==> src/rtl/heq_pkg.sv <==
// Shared constants and helpers for the histogram equalization block.
package heq_pkg;

  localparam int BINS       = 256;
  localparam int BIN_W      = $clog2(BINS);
  localparam int PIX_W      = 8;
  localparam int CNT_W      = 23;
  localparam int QUO_W      = 8;
  // 255 * count needs 8 more bits than the count itself
  localparam int NUM_W      = CNT_W + 8;
  localparam int STEP_W     = $clog2(QUO_W);
  localparam logic [CNT_W-1:0] MAX_PIXELS = CNT_W'(4194304);
  localparam logic [BIN_W-1:0] LAST_BIN   = BIN_W'(BINS - 1);

  localparam logic KIND_COUNT = 1'b0;
  localparam logic KIND_MAP   = 1'b1;

  // Pixel values past the last bin fall into the last bin.
  function automatic logic [BIN_W-1:0] bin_of(input logic [PIX_W-1:0] pix);
    logic [PIX_W:0] wide;
    wide = {1'b0, pix};
    if (wide >= (PIX_W+1)'(BINS)) begin
      return LAST_BIN;
    end
    return BIN_W'(pix);
  endfunction

endpackage

==> src/rtl/heq_if.sv <==


interface heq_out_if;
  logic                     valid;
  logic                     ready;
  logic [heq_pkg::PIX_W-1:0] mapped_pixel;

  modport source (output valid, mapped_pixel, input ready);
  modport sink   (input valid, mapped_pixel, output ready);
endinterface

==> src/rtl/heq_resq.sv <==
// Two-entry result queue with one table read in flight.
module heq_resq (
  input  logic                      clk,
  input  logic                      rst_n,
  input  logic                      issue,
  input  logic [heq_pkg::PIX_W-1:0] rd_data,
  output logic                      slot_ok,
  heq_out_if.source                 out_if
);

  logic [heq_pkg::PIX_W-1:0] q_r [2];
  logic                      wp_r;
  logic                      rp_r;
  logic [1:0]                cnt_r;
  logic [1:0]                cnt_nxt;
  logic                      pend_r;
  logic                      push;
  logic                      pop;

  assign push = pend_r;
  assign pop  = out_if.valid && out_if.ready;

  assign out_if.valid        = (cnt_r != 2'd0);
  assign out_if.mapped_pixel = q_r[rp_r];

  // queued results plus the read in flight must not pass two
  assign slot_ok = ((cnt_r + {1'b0, pend_r}) < 2'd2) || pop;

  always_comb begin
    cnt_nxt = cnt_r + {1'b0, push} - {1'b0, pop};
  end

  always_ff @(posedge clk) begin
    if (!rst_n) begin
      wp_r   <= 1'b0;
      rp_r   <= 1'b0;
      cnt_r  <= 2'd0;
      pend_r <= 1'b0;
    end else begin
      pend_r <= issue;
      cnt_r  <= cnt_nxt;
      if (push) begin
        wp_r <= ~wp_r;
      end
      if (pop) begin
        rp_r <= ~rp_r;
      end
    end
  end

  always_ff @(posedge clk) begin
    if (push) begin
      q_r[wp_r] <= rd_data;
    end
  end

  a_cnt_bound: assert property (@(posedge clk) disable iff (!rst_n)
    (cnt_r + {1'b0, pend_r}) <= 2'd2)
    else $error("result queue overfilled");

  a_no_issue_full: assert property (@(posedge clk) disable iff (!rst_n)
    issue |-> slot_ok)
    else $error("map request issued without a free slot");

  a_out_hold: assert property (@(posedge clk) disable iff (!rst_n)
    (out_if.valid && !out_if.ready) |=> (out_if.valid && $stable(out_if.mapped_pixel)))
    else $error("waiting result dropped or changed");

endmodule

==> src/flat_wrapper.sv <==
// flat-port wrapper written by rule: the top's interface ports become plain ports
module heq_resq_flat 
  (clk, rst_n, issue, rd_data, slot_ok, out_if_valid, out_if_mapped_pixel, out_if_ready);
  heq_out_if out_if_i ();
  input  logic clk;
  input  logic rst_n;
  input  logic issue;
  input  logic [heq_pkg::PIX_W-1:0] rd_data;
  output logic slot_ok;
  output wire logic [$bits(out_if_i.valid)-1:0] out_if_valid;
  output wire logic [$bits(out_if_i.mapped_pixel)-1:0] out_if_mapped_pixel;
  input wire logic [$bits(out_if_i.ready)-1:0] out_if_ready;
  assign out_if_valid = out_if_i.valid;
  assign out_if_mapped_pixel = out_if_i.mapped_pixel;
  assign out_if_i.ready = out_if_ready;
  heq_resq u_core (.clk(clk), .rst_n(rst_n), .issue(issue), .rd_data(rd_data), .slot_ok(slot_ok), .out_if(out_if_i));
endmodule
==> config.mk <==
export PLATFORM = sky130hd
export DESIGN_NAME = heq_resq_flat
export DESIGN_NICKNAME = d
export VERILOG_FILES = /design/src/rtl/heq_pkg.sv /design/src/rtl/heq_if.sv /design/src/rtl/heq_resq.sv /design/src/flat_wrapper.sv
export SDC_FILE = /design/constraint.sdc
export NUM_CORES = 1
export LEC_CHECK = 0
export ABC_AREA = 1
export BUFFER_PORTS_ARGS = -buffer_cell sky130_fd_sc_hd__clkbuf_2
export CAP_MARGIN = 10
export CORE_MARGIN = 10
export CORE_UTILIZATION = 50
export DETAILED_ROUTE_END_ITERATION = 12
export PLACE_DENSITY = 0.79
export SLEW_MARGIN = 20
export SYNTH_ARGS = -nofsm -noshare
export SYNTH_HDL_FRONTEND = slang
export SYNTH_SLANG_ARGS = --single-unit
export TNS_END_PERCENT = 50
==> constraint.sdc <==
create_clock -name clk -period 1.4 [get_ports clk]
set_clock_uncertainty 0.1 [all_clocks]
set_input_delay 0.21 -clock clk [delete_from_list [all_inputs] [get_ports clk]]
set_output_delay 0.21 -clock clk [all_outputs]
set_load 0.01 [all_outputs]
==> results of run 1 <==
[cells by family after synthesis]
kind of cell | after synthesis | synth area share
compound gates | 1 | 0.005628
fa+ha+maj | 2 | 0.02816
buf+inv | 10 | 0.05070
flops | 22 | 0.6761
mux | 8 | 0.1352
simple gates | 23 | 0.1042
[area by class of cell]
| cell class | count | area share |
|---|---|---|
| well taps | 25 | 0.02572 |
| repair buffers | 35 | 0.2130 |
| clock buffers | 4 | 0.02160 |
| multi-input cells | 34 | 0.2140 |
| inverters | 9 | 0.02778 |
| flip-flops and latches | 22 | 0.4979 |
[registers in the layout, indices dropped and copies added (netlist names), named ones only]
name,count
u_core.wp_r,1
u_core.cnt_r,2
u_core.pend_r,1
u_core.q_r,16
u_core.rp_r,1
[tightest hold or removal path: stages]
cell,delay (ns)
clkbuf_2,0.12
nand2_1,0.06
inv_1,0.03
[where the power goes]
group | internal [uW] | switching, uW | leakage [uW]
clock network | 111 | 179 | 0.0000150
logic | 276 | 249 | 0.000321
registers | 763 | 46.0 | 0.000198
[metrics by stage]
stage          hold slack, ns  cells  total power, uW  setup WS [ns]
3_5_place_dp           0.2993    114             1234        0.09766
5_1_grt               0.07603    129             1705        -0.1615
6_report              0.04591    129             1624        -0.1295
4_1_cts              0.005587    127             1574        -0.1263
2_1_floorplan          0.2035     66             1088         0.1739
3_3_place_gp           0.2926    114             1210         0.1733
[cell usage in the layout, fill, tap and decap left out]
master         count
ha_4               1
edfxtp_1          16
buf_4              3
mux2_4             8
nand2_1            9
ha_1               1
nor3_1             1
nand3_1            2
nand2_2            1
o21ai_1            1
clkbuf_4           3
dlygate4sd3_1      9
inv_1              8
dfxtp_2            4
nor2_2             2
buf_2              1
inv_2              1
clkbuf_1           1
clkbuf_2          17
buf_6              5
dfxtp_1            2
nor2_1             8
[routing by layer]
metal / global-route usage / part of all wire
met1: 0.07709 / 0.34
met4: 0.04000 / 0.020
met3: 0.03405 / 0.058
met2: 0.1782 / 0.58
met5: 0 / 0
[worst paths after layout]
kind	start	end	cells past startpoint
worst max-delay path	register	out_if_mapped_pixel[3]	3
worst min-delay path	rst_n	u_core.pend_r	3
worst max register to register	u_core.cnt_r[0]	u_core.cnt_r[1]	7
worst min register to register	u_core.rp_r	u_core.rp_r	2
[repair_timing]
action,in CTS,in global routing
pin swaps,2,0
endpoints found under the setup margin,9,9
hold endpoints to repair,13,4
hold buffers,7,2
resized for setup,9,10
setup buffers,2,0
==> flow_summary.json, run 1 <==
{
  "numCtsBuffers": 3,
  "start_kind": "register",
  "die_w_um": 62.15,
  "gp_congestion": 0.7622,
  "end_kind": "primary output",
  "syn_avg_cell_area_um2": 13.46,
  "synth_cells": 66,
  "fin_crit_sh": 1.092,
  "die_h_um": 62.15,
  "syn_nets": 80,
  "ff2ff_setup_slack_ns": 0.14,
  "synth_top_area_cell": "edfxtp_1",
  "ir_drop_v": 0.0009813,
  "row_count": 15,
  "synth.area.top_cells": "edfxtp_1, dfxtp_1, mux2_4",
  "antenna_found_initial": 0,
  "grt-ovfl-total": 0,
  "clock_path_buffers": 2,
  "crit_required_ns": 1.09,
  "fillers": 127,
  "synth_top_flop_cell": "edfxtp_1",
  "clk_latency_ns": 0.30,
  "worst_ep_arrival_time_ns": 1.22,
  "drt_first_pass_iters": 4,
  "register_area_um2": 605.6,
  "pin_count": 22,
  "mappedNetlistArea_um2": 888.4,
  "root_buffer": "clkbuf_4",
  "nets": 119,
  "tightest_slew_ns": 0.3739,
  "ys_types": 12,
  "die_area_mm2": 0.003863,
  "via_per_inst": 4.822,
  "syn2layout_area_growth_pct": 36.90,
  "crit_family": "flip-flops",
  "final_util": 0.7121,
  "synth_common_cells": "edfxtp_1, nand2_1, inv_1, nor2_1, mux2_4",
  "fin_tns_setup_ns": -1.084,
  "slew_violations": 0,
  "cts.clk_slew.worst_paths_ns": 0.12,
  "vias": 622,
  "port_buffers": 21,
  "power_density_mw_per_mm2": 1335,
  "grt_pass1_vias": 671,
  "drive_above_1_share": 0.4423,
  "cp_cell_sequence": "buf_6 > mux2_4 > clkbuf_2",
  "synth_edf_count": 16,
  "async_reset_ff_frac": 0,
  "yosys_warnings": 0,
  "yosysMostFrequentCell": "edfxtp_1",
  "power_leakage_uw": 0.0005334,
  "initialDrtViolationCount": 31,
  "fmax_mhz": 653.8,
  "dp_hpwl_mm": 1.243,
  "grt_setup_unrepaired": "true",
  "min_period_ns": 1.529,
  "ant_nets": 0,
  "h-tree-depth": 1,
  "cap_violations": 0,
  "grt.total_usage": 0.09051,
  "grt_max_degree": 13,
  "status": "complete, but fails checks",
  "cp_max_fo": 4,
  "slowest_delay_ns": 0.37,
  "wl_mm": 1.901,
  "finalHoldViolCount": 0,
  "num_antenna_cells": 0,
  "worst_slack_ns": -0.1295,
  "cts_tree": "yes",
  "route.detailed.drc": 0,
  "path_buf_inv": 2,
  "slew_headroom": 0.7505,
  "coreArea_mm2": 0.001708,
  "ys_seq_elements": 22,
  "clkSinkCount": 22,
  "violations": "setup timing",
  "path_class": "reg2out",
  "multi_input_area_um2": 260.3,
  "placed_cell_area_mm2": 0.001036,
  "synth_seq_area_share": 0.6761,
  "cpMaxStageDelayCell": "dfxtp_2",
  "grt_pass1_wl_mm": 2.877,
  "hold_path_class": "in2reg",
  "postLayoutCellArea_mm2": 0.001216,
  "synth_top_area_frac": 0.5408,
  "initial_core_util": 0.5201,
  "routedWlPerCell_um": 14.74,
  "setup_violations": 9
}
Power figures use the tool's default switching activity.
==> run 2, diff against run 1 <==
PLACE_DENSITY = 0.76   (was 0.79)
==> run 2 against run 1 <==
The run still ends with setup timing left. Combinational power down 11%. Largest cell class unchanged. First-iteration DRC count down 39%. Routed wire length down 16%. Critical endpoint is now out_if_mapped_pixel[0]. Largest power group unchanged. Count of clock-buffer cells in the layout down 1. Utilization up 0.29 points. Die area unchanged.
==> flow_summary.json, run 2 (synthesis gave the netlist of run 1 again) <==
{
  "drt_first_pass_iters": 4,
  "cts.clk_slew.worst_paths_ns": 0.13,
  "use_met3": 0.02867,
  "use_met1": 0.09438,
  "switching_share": 0.2587,
  "hp-start": "rst_n",
  "tightest_slew_ns": 0.3619,
  "ir_drop_v": 0.0009271,
  "cap_violations": 0,
  "cp_cell_sequence": "buf_8 > mux2_4 > buf_6",
  "whs_ns": 0.02171,
  "min_path_cells": 3,
  "reg_top3": "u_core.q_r (16), u_core.cnt_r (2)",
  "hold_path_class": "in2reg",
  "post-place-ws_ns": 0.1066,
  "multi_input_area_um2": 255.2,
  "end_kind": "primary output",
  "reg2reg_depth": 3,
  "route.detailed.drc": 0,
  "violations": "setup timing",
  "min_to": "u_core.pend_r",
  "fillers": 126,
  "grt_setup_unrepaired": "true",
  "cpMaxStageDelayCell": "dfxtp_2",
  "combPwrFrac": 0.267,
  "nets": 117,
  "worst_ep_arrival_time_ns": 1.22,
  "gp_congestion": 0.7307,
  "min_period_ns": 1.533,
  "finalHoldViolCount": 0,
  "wl_mm": 1.589,
  "cp_max_fo": 8,
  "power_density_mw_per_mm2": 1434,
  "syn2layout_area_growth_pct": 37.46,
  "setup_violations": 9,
  "port_buffers": 21,
  "largest_register": "u_core.q_r",
  "row_count": 15,
  "clk_latency_ns": 0.31,
  "clock_path_buffers": 2,
  "drive_above_1_share": 0.4118,
  "internal_power_uw": 1298,
  "grt_pass1_wl_mm": 2.580,
  "use_met2": 0.1346,
  "die_h_um": 62.15,
  "cts_tree": "yes",
  "worst_slack_ns": -0.1329,
  "h-tree-depth": 1,
  "vias": 551,
  "via_per_inst": 4.339,
  "crit_family": "flip-flops",
  "start_kind": "register",
  "power_leakage_uw": 0.0005355,
  "ant_nets": 0,
  "num_antenna_cells": 0,
  "r2r-end": "u_core.q_r[1][6]",
  "antenna_found_initial": 0,
  "die_area_mm2": 0.003863,
  "grt_max_degree": 14,
  "final_cell_mix": "clkbuf_2, edfxtp_1, nand2_1",
  "crit_required_ns": 1.09,
  "path_buf_inv": 2,
  "initial_core_util": 0.5201,
  "fmax_mhz": 652.3,
  "initialDrtViolationCount": 19,
  "seq_power_share": 0.457,
  "grt_pass1_vias": 564,
  "slew_violations": 0,
  "busiest_layer": "met2",
  "largest_reg_flops": 16,
  "numCtsBuffers": 3,
  "fin_crit_sh": 1.095,
  "final_common_cell": "clkbuf_2",
  "register_area_um2": 604.3,
  "slowest_delay_ns": 0.35,
  "routedWlPerCell_um": 12.51,
  "grt.total_usage": 0.08102,
  "root_buffer": "clkbuf_4",
  "coreArea_mm2": 0.001708,
  "slew_headroom": 0.7585,
  "grt-ovfl-total": 0,
  "clkSinkCount": 22,
  "pin_count": 22,
  "path_class": "reg2out",
  "ff2ff_setup_slack_ns": 0.16,
  "status": "complete, but fails checks",
  "p_switching_uw": 453.0,
  "dp_hpwl_mm": 1.136,
  "die_w_um": 62.15,
  "power.share.clock": 0.275,
  "r2r-start": "u_core.pend_r"
}
## run 2: layout make-up
class | count | share of cell area
timing repair buffer | 33 | 0.1998
sequential | 22 | 0.4949
multi-input combinational | 34 | 0.2090
clock inverter | 1 | 0.02459
inverter | 9 | 0.02766
clock buffer | 3 | 0.01844
tap | 25 | 0.02561
## run 2: worst max-delay path by stage
stage,start,end,cells after the start
2_1_floorplan,u_core.pend_r,u_core.q_r[0][0],2
3_3_place_gp,u_core.pend_r,slot_ok,6
3_5_place_dp,u_core.pend_r,slot_ok,6
4_1_cts,register,out_if_mapped_pixel[0],3
5_1_grt,u_core.cnt_r[0],slot_ok,6
6_report,register,out_if_mapped_pixel[0],3
## run 2: timing repair
action                                  in CTS  in global routing
hold buffers                                 9                  0
endpoints found under the hold margin       17                  0
endpoints found under the setup margin       9                  9
cloned                                       0                  0
pin swaps                                    2                  0
gates resized for setup                      9                  8
buffers inserted                             1                  0
## run 2: power by group through the flow
| stage | Combinational (uW) | Sequential (uW) | Clock, uW |
|---|---|---|---|
| 2_1_floorplan | 293 | 795 | 0 |
| 3_5_place_dp | 409 | 801 | 0 |
| 6_report | 468 | 801 | 482 |
| 5_1_grt | 524 | 805 | 517 |
| 4_1_cts | 451 | 799 | 490 |
| 3_3_place_gp | 397 | 799 | 0 |
## run 2: per-layer routing
metal  share of wire  wire length, um  up-vias
li1                -                -      291
met2            0.49              777       17
met4          0.0038                6        0
met5               0                0        -
met3           0.060               95        2
met1            0.45              709      241
## run 2: through the flow
step	TNS [ns]	power (uW)	cell area, um^2	cells	utilization
5_1_grt	-1.506	1845	1221	127	0.7150
4_1_cts	-1.211	1740	1202	127	0.7040
3_3_place_gp	0	1196	1028	113	0.6022
6_report	-1.060	1751	1221	127	0.7150
2_1_floorplan	0	1088	888.4	66	-
3_5_place_dp	0	1210	1028	113	0.6022
## run 2: worst reg2reg max path, delay by kind of cell, from the launching register on
family	cells	cell delay (ns)
buffers and inverters	2	0.40
DFF	1	0.37
and+or+nand+nor	1	0.05
==> run 3, diff against run 2 <==
SETUP_SLACK_MARGIN = 0.2   (was default)
==> run 3 against run 2 <==
Register-to-register slack got worse by 0.03 ns. Critical path depth unchanged. The run still ends with setup timing left. Routed wire length decreased by 0.57%. Largest power group unchanged. Via count increased by 5.1%.
==> flow_summary.json, run 3 (synthesis gave the netlist of run 1 again) <==
{
  "cts.clk_slew.worst_paths_ns": 0.12,
  "clock_path_buffers": 2,
  "die_h_um": 62.15,
  "cp_cell_sequence": "buf_8 > mux2_4 > buf_6",
  "fillers": 123,
  "cp_max_fo": 8,
  "initialDrtViolationCount": 4,
  "h-tree-depth": 1,
  "die_w_um": 62.15,
  "min_path_cells": 3,
  "gp_congestion": 0.7457,
  "end_kind": "primary output",
  "grt_max_degree": 13,
  "antenna_found_initial": 0,
  "vias": 579,
  "ir_drop_v": 0.0008203,
  "reg_top3": "u_core.q_r (16), u_core.cnt_r (2)",
  "violations": "setup timing",
  "grt_pass1_wl_mm": 2.573,
  "grt_setup_unrepaired": "true",
  "wl_mm": 1.580,
  "routedWlPerCell_um": 12.25,
  "status": "complete, but fails checks",
  "worst_ep_arrival_time_ns": 1.22,
  "slew_headroom": 0.8682,
  "multi_input_area_um2": 260.3,
  "route.detailed.drc": 0,
  "crit_family": "flip-flops",
  "final_cells": 129,
  "via_per_inst": 4.488,
  "hold_path_class": "in2reg",
  "die_area_mm2": 0.003863,
  "fin_tns_setup_ns": -1.097,
  "ff2ff_setup_slack_ns": 0.13,
  "ant_nets": 0,
  "cap_violations": 0,
  "finalHoldViolCount": 0,
  "port_buffers": 21,
  "drive_above_1_share": 0.4519,
  "grt_pass1_vias": 593,
  "cts_tree": "yes",
  "hp-start": "rst_n",
  "largest_register": "u_core.q_r",
  "largest_reg_flops": 16,
  "pin_count": 22,
  "setup_violations": 9,
  "whs_ns": 0.03072,
  "power_density_mw_per_mm2": 1313,
  "clk_latency_ns": 0.30,
  "final_common_cell": "edfxtp_1",
  "crit_required_ns": 1.09,
  "path_class": "reg2out",
  "dp_hpwl_mm": 1.177,
  "worst_slack_ns": -0.1305,
  "slew_violations": 0,
  "fmax_mhz": 653.4,
  "r2r-start": "u_core.cnt_r[0]",
  "min_period_ns": 1.530,
  "post-place-ws_ns": 0.1083,
  "num_antenna_cells": 0,
  "cpMaxStageDelayCell": "dfxtp_2",
  "initial_core_util": 0.5201,
  "row_count": 15,
  "power_leakage_uw": 0.0005389,
  "path_buf_inv": 2,
  "fin_crit_sh": 1.093,
  "register_area_um2": 604.3,
  "final_cell_mix": "edfxtp_1, clkbuf_2, nand2_1, dlygate4sd3_1",
  "r2r-end": "u_core.cnt_r[1]",
  "placed_cells": 114,
  "root_buffer": "clkbuf_4",
  "nets": 119,
  "grt-ovfl-total": 0,
  "tightest_slew_ns": 0.1974,
  "start_kind": "register",
  "coreArea_mm2": 0.001708,
  "reg2reg_depth": 7,
  "min_to": "u_core.pend_r",
  "clkSinkCount": 22,
  "slowest_delay_ns": 0.35,
  "grt.total_usage": 0.08195,
  "syn2layout_area_growth_pct": 39.58,
  "drt_first_pass_iters": 4,
  "numCtsBuffers": 3
}
run 3: timing repair:
item / CTS / global route
resized for setup: 10 / 18
hold buffers: 8 / 1
endpoints found under the setup margin: 11 / 12
setup buffers: 2 / 0
pin swaps: 2 / 0
hold endpoints to repair: 14 / 2
run 3: cell type report:
cell class	count	share of cell area
Clock buffer	3	0.01816
Clock inverter	1	0.003027
Inverter	9	0.02725
Multi-Input combinational cell	34	0.2099
Sequential cell	22	0.4874
Tap cell	25	0.02523
Timing Repair Buffer	35	0.2291
run 3: how the worst max path moves through the flow:
stage | endpoint | start | cells past startpoint
after floorplan | slot_ok | u_core.pend_r | 5
after global placement | slot_ok | u_core.pend_r | 6
after detailed placement | slot_ok | u_core.pend_r | 6
after CTS | out_if_mapped_pixel[1] | register | 3
after global routing | out_if_mapped_pixel[1] | register | 3
final | out_if_mapped_pixel[1] | register | 3
run 3: per-stage QoR:
| step | power, uW | cell area [um^2] | utilization |
|---|---|---|---|
| after CTS | 1557 | 1184 | 0.6930 |
| after global routing | 1726 | 1240 | 0.7260 |
| after floorplan | 1089 | 890.9 | - |
| after global placement | 1198 | 1039 | 0.6081 |
| after detailed placement | 1214 | 1039 | 0.6081 |
| final | 1627 | 1240 | 0.7260 |
run 3: worst register-to-register path: cells and delay by family, from the launching register on:
kind,cells,cell delay (ns)
AND/OR/NAND/NOR,5,0.42
buffers and inverters,1,0.14
adder cells (fa/ha/maj),1,0.21
flip-flops,1,0.35
run 3: layer usage:
metal  up-vias  track usage  wire [um]
met4         0      0.04286         14
met2        12       0.1487        873
met5         -            0          0
met1       266      0.08114        636
li1        299            -          -
met3         2      0.02509         55
run 3: power by group:
part	switching (uW)	internal, uW
Sequential	38.8	761
Clock	182	104
Combinational	239	304
